$ cat src/rtl/core/htx_pkg.sv
// htx_pkg: shared types, phase codes and literal tables for the body text extractor.
// Used by htx_scan and html_body_text_extractor; depends on nothing.

package htx_pkg;

  // Input beat: one document byte plus its end marker
  typedef struct packed {
    logic [7:0] doc_byte;
    logic       doc_last;
  } in_item_t;

  // Result beat
  typedef struct packed {
    logic [7:0] text_byte;
    logic       byte_valid;
    logic       end_of_document;
  } out_item_t;

  // Scanner verdict for one byte: whether it yields a result, and the result
  typedef struct packed {
    logic      has_result;
    out_item_t item;
  } step_res_t;

  // Scanner phases; unused codes behave as PH_DONE
  localparam logic [2:0] PH_BEFORE = 3'd0;
  localparam logic [2:0] PH_TEXT   = 3'd1;
  localparam logic [2:0] PH_TAG    = 3'd2;
  localparam logic [2:0] PH_SCRIPT = 3'd3;
  localparam logic [2:0] PH_DONE   = 3'd4;

  localparam logic [7:0] CH_LT = 8'h3C; // '<'
  localparam logic [7:0] CH_GT = 8'h3E; // '>'

  localparam logic [2:0] BODY_OPEN_LEN    = 3'd5;
  localparam logic [2:0] BODY_CLOSE_LAST  = 3'd5; // index of final byte of "</body"
  localparam logic [2:0] TAG_PREFIX_SAT   = 3'd7;
  localparam logic [3:0] SCRIPT_CLOSE_LEN = 4'd9;

  // "<body"
  function automatic logic [7:0] body_open_char(input logic [2:0] idx);
    logic [7:0] ch;
    unique case (idx)
      3'd0:    ch = 8'h3C;
      3'd1:    ch = 8'h62;
      3'd2:    ch = 8'h6F;
      3'd3:    ch = 8'h64;
      3'd4:    ch = 8'h79;
      default: ch = 8'h00;
    endcase
    return ch;
  endfunction

  // "</body"
  function automatic logic [7:0] body_close_char(input logic [2:0] idx);
    logic [7:0] ch;
    unique case (idx)
      3'd0:    ch = 8'h3C;
      3'd1:    ch = 8'h2F;
      3'd2:    ch = 8'h62;
      3'd3:    ch = 8'h6F;
      3'd4:    ch = 8'h64;
      3'd5:    ch = 8'h79;
      default: ch = 8'h00;
    endcase
    return ch;
  endfunction

  // "<script"
  function automatic logic [7:0] script_open_char(input logic [2:0] idx);
    logic [7:0] ch;
    unique case (idx)
      3'd0:    ch = 8'h3C;
      3'd1:    ch = 8'h73;
      3'd2:    ch = 8'h63;
      3'd3:    ch = 8'h72;
      3'd4:    ch = 8'h69;
      3'd5:    ch = 8'h70;
      3'd6:    ch = 8'h74;
      default: ch = 8'h00;
    endcase
    return ch;
  endfunction

  // "</script>"
  function automatic logic [7:0] script_close_char(input logic [3:0] idx);
    logic [7:0] ch;
    unique case (idx)
      4'd0:    ch = 8'h3C;
      4'd1:    ch = 8'h2F;
      4'd2:    ch = 8'h73;
      4'd3:    ch = 8'h63;
      4'd4:    ch = 8'h72;
      4'd5:    ch = 8'h69;
      4'd6:    ch = 8'h70;
      4'd7:    ch = 8'h74;
      4'd8:    ch = 8'h3E;
      default: ch = 8'h00;
    endcase
    return ch;
  endfunction

endpackage

$ cat src/rtl/core/htx_scan.sv
// htx_scan: per-byte tag/body/script scanner with its state registers.
// Depends on htx_pkg. State advances only on step_en.

module htx_scan (
  input  logic                 clk,
  input  logic                 rst_n,
  input  logic                 step_en,
  input  htx_pkg::in_item_t    item,
  output htx_pkg::step_res_t   res
);

  logic [2:0] phase_r, phase_nxt;
  logic [2:0] bom_r,   bom_nxt;   // "<body" match count
  logic [2:0] tpc_r,   tpc_nxt;   // tag prefix count, saturating
  logic       mst_r,   mst_nxt;   // tag may be "<script"
  logic       mbc_r,   mbc_nxt;   // tag may be "</body"
  logic [3:0] scm_r,   scm_nxt;   // "</script>" match count

  logic [7:0] b;
  logic       emit;
  logic       bom_adv;
  logic [2:0] bom_c;
  logic       scm_adv;
  logic [3:0] scm_c;
  logic       mst_c;
  logic       mbc_c;
  logic       script_full;

  assign b = item.doc_byte;

  assign bom_adv = (bom_r < htx_pkg::BODY_OPEN_LEN) && (b == htx_pkg::body_open_char(bom_r));
  assign bom_c   = bom_adv ? bom_r + 3'd1 : {2'b00, (b == htx_pkg::CH_LT)};

  assign scm_adv = (scm_r < htx_pkg::SCRIPT_CLOSE_LEN) &&
                   (b == htx_pkg::script_close_char(scm_r));
  assign scm_c   = scm_adv ? scm_r + 4'd1 : {3'b000, (b == htx_pkg::CH_LT)};

  assign script_full = mst_r && (tpc_r == htx_pkg::TAG_PREFIX_SAT);
  assign mst_c = ((tpc_r != htx_pkg::TAG_PREFIX_SAT) &&
                  (b != htx_pkg::script_open_char(tpc_r))) ? 1'b0 : mst_r;
  assign mbc_c = ((tpc_r < 3'd6) && (b != htx_pkg::body_close_char(tpc_r))) ? 1'b0 : mbc_r;

  always_comb begin
    phase_nxt = phase_r;
    bom_nxt   = bom_r;
    tpc_nxt   = tpc_r;
    mst_nxt   = mst_r;
    mbc_nxt   = mbc_r;
    scm_nxt   = scm_r;
    emit      = 1'b0;

    unique case (phase_r)
      htx_pkg::PH_BEFORE: begin
        bom_nxt = bom_c;
        if (bom_c >= htx_pkg::BODY_OPEN_LEN) begin
          phase_nxt = htx_pkg::PH_TAG;
          tpc_nxt   = htx_pkg::TAG_PREFIX_SAT;
          mst_nxt   = 1'b0;
          mbc_nxt   = 1'b0;
          bom_nxt   = 3'd0;
        end
      end
      htx_pkg::PH_TEXT: begin
        if (b == htx_pkg::CH_LT) begin
          phase_nxt = htx_pkg::PH_TAG;
          tpc_nxt   = 3'd1;
          mst_nxt   = 1'b1;
          mbc_nxt   = 1'b1;
        end else begin
          emit = 1'b1;
        end
      end
      htx_pkg::PH_TAG: begin
        mst_nxt = mst_c;
        mbc_nxt = mbc_c;
        priority if (mbc_c && (tpc_r == htx_pkg::BODY_CLOSE_LAST)) begin
          phase_nxt = htx_pkg::PH_DONE;
        end else if (b == htx_pkg::CH_GT) begin
          phase_nxt = script_full ? htx_pkg::PH_SCRIPT : htx_pkg::PH_TEXT;
          if (script_full) begin
            scm_nxt = 4'd0;
          end
          mst_nxt = 1'b0;
          mbc_nxt = 1'b0;
          tpc_nxt = 3'd0;
        end else if (tpc_r != htx_pkg::TAG_PREFIX_SAT) begin
          tpc_nxt = tpc_r + 3'd1;
        end
      end
      htx_pkg::PH_SCRIPT: begin
        scm_nxt = scm_c;
        if (scm_c >= htx_pkg::SCRIPT_CLOSE_LEN) begin
          scm_nxt   = 4'd0;
          phase_nxt = htx_pkg::PH_TEXT;
        end
      end
      default: begin
        // done and unused codes: drop everything
      end
    endcase

    if (item.doc_last) begin
      phase_nxt = htx_pkg::PH_BEFORE;
      bom_nxt   = 3'd0;
      tpc_nxt   = 3'd0;
      mst_nxt   = 1'b0;
      mbc_nxt   = 1'b0;
      scm_nxt   = 4'd0;
    end
  end

  assign res.has_result           = emit || item.doc_last;
  assign res.item.text_byte       = emit ? b : 8'h00;
  assign res.item.byte_valid      = emit;
  assign res.item.end_of_document = item.doc_last;

  always_ff @(posedge clk) begin
    if (!rst_n) begin
      phase_r <= htx_pkg::PH_BEFORE;
      bom_r   <= 3'd0;
      tpc_r   <= 3'd0;
      mst_r   <= 1'b0;
      mbc_r   <= 1'b0;
      scm_r   <= 4'd0;
    end else if (step_en) begin
      phase_r <= phase_nxt;
      bom_r   <= bom_nxt;
      tpc_r   <= tpc_nxt;
      mst_r   <= mst_nxt;
      mbc_r   <= mbc_nxt;
      scm_r   <= scm_nxt;
    end
  end

endmodule

$ cat src/rtl/core/html_body_text_extractor.sv
// html_body_text_extractor: top level - input register, scanner, result register.
// Depends on htx_pkg and htx_scan.
//
//  channel | dir | beat contents                        | handshake
//  --------+-----+--------------------------------------+------------------------
//  in_     | in  | doc_byte, doc_last (in_item_t)       | in_valid / in_ready
//  out_    | out | text_byte, byte_valid, end_of_doc    | out_valid / out_ready
//
// One byte per clock sustained while the sink takes results. A beat is held in the
//   input register, is scanned, and its result (if any) lands in the result
//   register, which drives out_valid.
// Throughput is set by the scanner state loop.
// Reset (rst_n low, synchronous) empties both registers and returns the scanner
//   to its before-body phase; no clearing pass.
// Stalls: when the result register is full and out_ready is low the input
//   register holds; in_ready drops only once both are occupied. Bytes that make
//   no result never occupy the result register.

module html_body_text_extractor (
  input  logic                clk,
  input  logic                rst_n,

  input  logic                in_valid,
  output logic                in_ready,
  input  htx_pkg::in_item_t   in_data,

  output logic                out_valid,
  input  logic                out_ready,
  output htx_pkg::out_item_t  out_data
);

  // input register
  logic               s1_v_r, s1_v_nxt;
  htx_pkg::in_item_t  s1_r;

  // result register
  logic               out_v_r, out_v_nxt;
  htx_pkg::out_item_t out_r;

  logic               fire;     // scan the held byte this cycle
  logic               in_acc;
  htx_pkg::step_res_t res;

  // The held byte can move on once the result slot is free or draining.
  assign fire     = s1_v_r && (!out_v_r || out_ready);
  assign in_ready = !s1_v_r || fire;
  assign in_acc   = in_valid && in_ready;

  htx_scan u_scan (
    .clk     (clk),
    .rst_n   (rst_n),
    .step_en (fire),
    .item    (s1_r),
    .res     (res)
  );

  assign s1_v_nxt  = in_acc ? 1'b1 : (s1_v_r && !fire);
  assign out_v_nxt = fire ? res.has_result : (out_v_r && !out_ready);

  always_ff @(posedge clk) begin
    if (!rst_n) begin
      s1_v_r  <= 1'b0;
      out_v_r <= 1'b0;
    end else begin
      s1_v_r  <= s1_v_nxt;
      out_v_r <= out_v_nxt;
    end
  end

  // Payload registers: no reset needed
  always_ff @(posedge clk) begin
    if (in_acc) begin
      s1_r <= in_data;
    end
    if (fire && res.has_result) begin
      out_r <= res.item;
    end
  end

  assign out_valid = out_v_r;
  assign out_data  = out_r;

  // A result exists only for a visible byte or for the end of the document.
  a_result_reason: assert property (@(posedge clk) disable iff (!rst_n)
    out_valid |-> (out_data.byte_valid || out_data.end_of_document))
    else $error("result beat with neither text nor end marker");

  // Dropped bytes carry a zero payload byte.
  a_zero_text: assert property (@(posedge clk) disable iff (!rst_n)
    (out_valid && !out_data.byte_valid) |-> (out_data.text_byte == 8'h00))
    else $error("text_byte not zero on a non-text result");

  // Back-pressure only when both stages are full and the sink stalls.
  a_ready_cause: assert property (@(posedge clk) disable iff (!rst_n)
    !in_ready |-> (s1_v_r && out_v_r && !out_ready))
    else $error("in_ready low without a full pipeline");

  // A byte that was held while the sink stalled stays held; it is not lost.
  a_drain: assert property (@(posedge clk) disable iff (!rst_n)
    (s1_v_r && out_v_r && !out_ready) |=> (s1_v_r || $past(out_ready)))
    else $error("held byte lost while stalled");

endmodule

$ cat config.mk
export PLATFORM = sky130hd
export DESIGN_NAME = html_body_text_extractor
export DESIGN_NICKNAME = d
export VERILOG_FILES = /design/src/rtl/core/htx_pkg.sv /design/src/rtl/core/htx_scan.sv /design/src/rtl/core/html_body_text_extractor.sv
export SDC_FILE = /design/constraint.sdc
export NUM_CORES = 1
export LEC_CHECK = 0
export ABC_AREA = 1
export BUFFER_PORTS_ARGS = -buffer_cell sky130_fd_sc_hd__buf_4
export CORE_MARGIN = 2
export CORE_UTILIZATION = 50
export CTS_BUF_LIST = sky130_fd_sc_hd__clkbuf_4
export DETAILED_ROUTE_END_ITERATION = 10
export HOLD_SLACK_MARGIN = 0.12
export PLACE_DENSITY = 0.69
export SLEW_MARGIN = 20
export SYNTH_ARGS = -nofsm -noshare
export SYNTH_HDL_FRONTEND = slang
export SYNTH_SLANG_ARGS = --single-unit
export TNS_END_PERCENT = 5
$ cat constraint.sdc
create_clock -name clk -period 2.75 [get_ports clk]
set_input_delay 0.55 -clock clk [delete_from_list [all_inputs] [get_ports clk]]
set_output_delay 0.55 -clock clk [all_outputs]
set_load 0.05 [all_outputs]
==> results of run 1 <==
worst paths after layout:
path         depth (start not counted)                 to
max                                 16  u_scan.phase_r[1]
min                                  1            s1_r[8]
max reg2reg                         16  u_scan.phase_r[1]
min reg2reg                          2          out_valid
per-stage QoR:
step	hold slack (ns)	setup WS (ns)	cell area, um2	cells
floorplan	0.421	0.644	3000	422
global placement	0.496	0.347	3270	520
detailed placement	0.513	0.326	3270	520
CTS	0.333	0.307	3350	528
global route	0.323	0.0541	3350	528
finish	0.351	0.331	3350	528
layout make-up:
cell class	instances	area, um2
clock buffer	5	37.5
clock inverter	3	47.5
fill	531	2500
inverter	68	255
multi-input combinational	309	1680
sequential	43	1050
tap	75	93.8
timing repair buffer	25	188
cells in the mapped netlist:
cell,count
a21oi_1,18
a21oi_2,2
buf_2,1
clkbuf_1,1
clkinv_1,1
dfxtp_1,24
edfxtp_1,19
ha_1,17
inv_1,53
inv_2,14
nand2_1,123
nand2_2,5
nand3_1,27
nand3_2,6
nand3_4,1
nand3b_1,2
nand3b_2,1
nand4_1,14
nand4_4,1
nor2_1,41
nor2_2,4
nor2_4,1
nor3_1,3
nor3_2,1
nor3_4,2
nor3b_1,1
nor3b_2,1
nor4_1,1
o211ai_1,4
o21a_1,1
o21ai_0,14
o21ai_1,3
o21ai_2,3
o21bai_1,2
o31ai_1,1
or2_2,2
xor2_1,7
layer usage:
layer  routed length (um)  vias up
met4                   60        0
met5                    0        -
met1                 3210     1246
met3                  260        6
met2                 3280       71
li1                     -     1422
power by group through the flow:
stage               combinational (mW)  sequential (mW)  clock (mW)
floorplan                        0.225            0.764           0
global placement                 0.311            0.758           0
detailed placement               0.314            0.759           0
CTS                              0.316            0.745       0.435
global route                     0.358            0.750       0.455
finish                           0.316            0.746       0.425
logic make-up (layout without fill, tap and decap cells):
logic type | Yosys count | in the layout | share of synthesized area [%]
compound gates | 48 | 48 | 9.32
simple gates | 237 | 237 | 37.6
buf+inv | 70 | 101 | 8.81
flops | 43 | 43 | 35.1
xor+xnor | 7 | 7 | 2.05
fa+ha+maj | 17 | 17 | 7.10
worst max-delay path: stages, from the launching register on:
cell and delay, ns:
dfxtp_1 0.44, inv_1 0.10, ha_1 0.24, o21ai_2 0.20, nand3_1 0.12, xor2_1 0.16
nand3_1 0.12, nor2_2 0.17, inv_1 0.09, nor2_2 0.10, nand2_1 0.07, nand2_2 0.14
nand3_2 0.14, inv_1 0.08, nand2_1 0.05, nand2_1 0.06, nor2_1 0.04
timing repair:
| item | in CTS | in global routing |
|---|---|---|
| buffers inserted | 0 | 0 |
| gates resized for setup | 0 | 1 |
| hold endpoints to repair | 0 | 0 |
| endpoints found under the setup margin | 0 | 1 |
==> results.tsv, run 1 <==
metric	value	unit
Crit Path Class	reg -> reg	
switching share of total power	31.7	%
die extent in y	81.4	um
# setup viols final	0	
Setup crit start	u_scan.bom_r[0]	
layout cells sized above 1	17.2	%
worst relative slew slack	64.7	%
CTS buffer count	5	
Detailed Routing Iterations Pass 1	5	
HPWL Detailed	5350	um
peak supply drop	0.348	mV
CTS tree	built	
CTS Hold Bufs	0	
f_max	0.413	GHz
worst min-delay path class	in -> reg	
CTS H-tree depth	2	
clock skew	0.00618	ns
period utilization	88.0	%
met3 usage	3.67	%
nets@finish	482	
sequential share of power	50.2	%
Clock Pin Slew Worst Setup and Hold Paths	0.14	ns
RSZ-0062 raised after global routing	false	
fin util	57.3	%
IO buf count	24	
WL/cell	12.9	um
GRT Total Usage	22.4	%
Pwr Total	1.49	mW
DR DRC count	0	
measured slew at the worst slew-check pin	0.529	ns
ANT nets after route	0	
critical path startpoint category	register	
Routed WL	6800	um
largest cells by area after synthesis	edfxtp_1 19%, dfxtp_1 16%, nand2_1 15%, ha_1 7.1%, inv_1 6.6%	
initial antenna violation count	0	
largest net degree at the start of global routing	16	
Setup Total Neg Slack	0	ns
clock latency on the worst-skew pair	0.36	ns
run status	complete, no violations	
Post-Syn Nets	452	
area grow syn2layout	12.0	%
Final Hold Fails	0	
total global routing overflow	0	
data required time of the worst path	3.00	ns
Synth area leader	edfxtp_1	
Die Area	6630	um2
grt peak-use layer	met2	
Starting Density	51.2	%
pwr dens	443	nW/um2
grt met1 use	29.3	%
most frequent cells in the layout	123 x nand2_1, 53 x inv_1, 41 x nor2_1	
vias in the first global route	2463	
P_int	1.01	mW
minimum clock period	2.42	ns
cell count after synthesis	422	
Pleak	1.63	nW
Cell Rows	28	
average size of a mapped cell	7.10	um2
NetSw	472	uW
Sink Count	43	
total core area	5850	um2
commonest non-fill, non-tap cell in the layout	nand2_1	
Final GP Congestion	0.891	
deepest clock path buffer count	2	
count of cell types in the netlist	37	
synth warn	0	
initial DRC count	147	
Comb power frac	21.3	%
Synth top area share	19.0	%
Hold Crit Start	in_data[8]	
maxcap violations	0	
CP max FO	6	
# diodes	0	
Critical Path End Type	register	
Die Width	81.4	um
Seq/Total Area, Yosys	35.1	%
via count	2745	
I/O Pins	25	
Final Slew Violations	0	
Clock Tree Root	clkbuf_4	
Mapped Area	3000	um2
met2 usage	38.4	%
R2R Setup Slk	0.33	ns
Clk network pwr share	28.6	%
Reg2Reg Launch Point	u_scan.bom_r[0]	
CP arrival	2.67	ns
Vias/cell	5.20	
first-pass GRT wire length	11400	um
flops & latches, synth	43	
(Power assumes the default switching activity.)
==> run 2, diff against run 1 <==
==> constraint.sdc (replaced) <==
create_clock -name clk -period 2.7 [get_ports clk]
set_input_delay 0.54 -clock clk [delete_from_list [all_inputs] [get_ports clk]]
set_output_delay 0.54 -clock clk [all_outputs]
set_load 0.05 [all_outputs]
==> run 2 against run 1 <==
  * Register-to-register slack worse by 0.05 ns
  * Highest routed layer unchanged
  * Sequential share of layout area unchanged
  * Largest cell class unchanged
  * Count of clock-buffer cells in the layout unchanged
  * Critical endpoint unchanged
  * Global-route usage down 0.44 points
  * Critical path depth unchanged
  * Total power up 2.0%
  * Flip-flop and latch count unchanged
  * Design area unchanged
==> results.tsv, run 2 (synthesis gave the netlist of run 1 again) <==
metric	value	unit
Critical Path End Type	register	
largest net degree at the start of global routing	16	
Sink Count	43	
total core area	5850	um2
Setup Total Neg Slack	0	ns
HPWL Detailed	5390	um
Pleak	1.63	nW
deepest clock path buffer count	2	
Die Area	6630	um2
nets@finish	482	
Die Width	81.4	um
RSZ-0062 raised after global routing	false	
Routed WL	6890	um
data required time of the worst path	2.95	ns
worst relative slew slack	63.6	%
multi-input logic area	1680	um2
area grow syn2layout	12.0	%
Layout fillers	557	
CTS H-tree depth	2	
worst min-delay path class	in -> reg	
peak supply drop	0.257	mV
most frequent cells in the layout	123 x nand2_1, 53 x inv_1, 41 x nor2_1	
Detailed Routing Iterations Pass 1	5	
setup bufs post-CTS	0	
total area of sequential cells	1050	um2
CP arrival	2.68	ns
period utilization	89.8	%
Final Slew Violations	0	
first-pass GRT wire length	11100	um
# setup viols final	0	
minimum clock period	2.42	ns
CP max FO	6	
CTS-repair resized insts	0	
ANT nets after route	0	
run status	complete, no violations	
wire length on met2	3280	um
Clock Tree Root	clkbuf_4	
fin util	57.3	%
CTS Hold Bufs	0	
initial antenna violation count	0	
I/O Pins	25	
f_max	0.413	GHz
maxcap violations	0	
IO buf count	24	
Crit Path Class	reg -> reg	
Final Hold Fails	0	
GRT Total Usage	21.9	%
vias in the first global route	2415	
Clock Pin Slew Worst Setup and Hold Paths	0.14	ns
via count	2745	
CTS tree	built	
clock latency on the worst-skew pair	0.37	ns
worst reg2reg path depth	16	
commonest non-fill, non-tap cell in the layout	nand2_1	
Starting Density	51.2	%
CTS buffer count	5	
initial DRC count	114	
Cells on Worst Hold Path	1	
Cell Rows	28	
met3 wire length	269	um
critical path startpoint category	register	
highest metal layer with signal wires	met4	
die extent in y	81.4	um
measured slew at the worst slew-check pin	0.546	ns
DR DRC count	0	
# diodes	0	
layout cells sized above 1	17.2	%
Final GP Congestion	0.891	
metal1 wirelength	3250	um
pwr dens	452	nW/um2
clock skew	0.00805	ns
Vias/cell	5.20	
WL/cell	13.1	um
total global routing overflow	0	
[run 2: cell counts in the layout (fill, tap and decap cells not counted)]
No cell type changed its count.
[run 2: area by class of cell]
class                      instances  share of cell area (%)
multi-input combinational        309                    50.1
sequential                        43                    31.4
inverter                          68                    7.61
timing repair buffer              25                    5.59
tap                               75                    2.80
clock inverter                     3                    1.42
clock buffer                       5                    1.12
[run 2: worst max-delay path, stage by stage (launching register included)]
cell	delay, ns
dfxtp_1	0.43
inv_1	0.10
ha_1	0.24
o21ai_2	0.21
nand3_1	0.12
xor2_1	0.15
nand3_1	0.12
nor2_2	0.17
nand2_1	0.10
nand3_1	0.10
nand2_1	0.06
nand2_2	0.14
nand3_2	0.15
inv_1	0.09
nand2_1	0.05
nand2_1	0.05
nor2_1	0.03
[run 2: final timing paths]
check             startpoint                 to  slack (ns)
max          u_scan.bom_r[0]  u_scan.phase_r[1]        0.28
min               in_data[5]            s1_r[5]        0.34
max reg2reg  u_scan.bom_r[0]  u_scan.phase_r[1]        0.28
min reg2reg        out_valid          out_valid        0.53
[run 2: where the power goes]
part | internal (mW) | switching (mW)
registers | 0.720 | 0.0393
logic | 0.114 | 0.210
clock network | 0.200 | 0.234
total | 1.03 | 0.483
[run 2: stage by stage]
stage,hold WS (ns),setup slack [ns],cells,total power [mW],cell area (um2)
after floorplan,0.421,0.594,422,1.01,3000
after global placement,0.496,0.297,520,1.09,3270
after detailed placement,0.506,0.252,520,1.09,3270
after CTS,0.337,0.228,528,1.52,3350
after global routing,0.324,0.0399,528,1.59,3350
final,0.340,0.276,528,1.52,3350
[run 2: routing by layer]
metal | up-vias | global-route usage [%]
met5 | - | 0
met4 | 0 | 5.08
met3 | 8 | 3.33
met2 | 72 | 38.0
met1 | 1236 | 28.6
li1 | 1429 | -
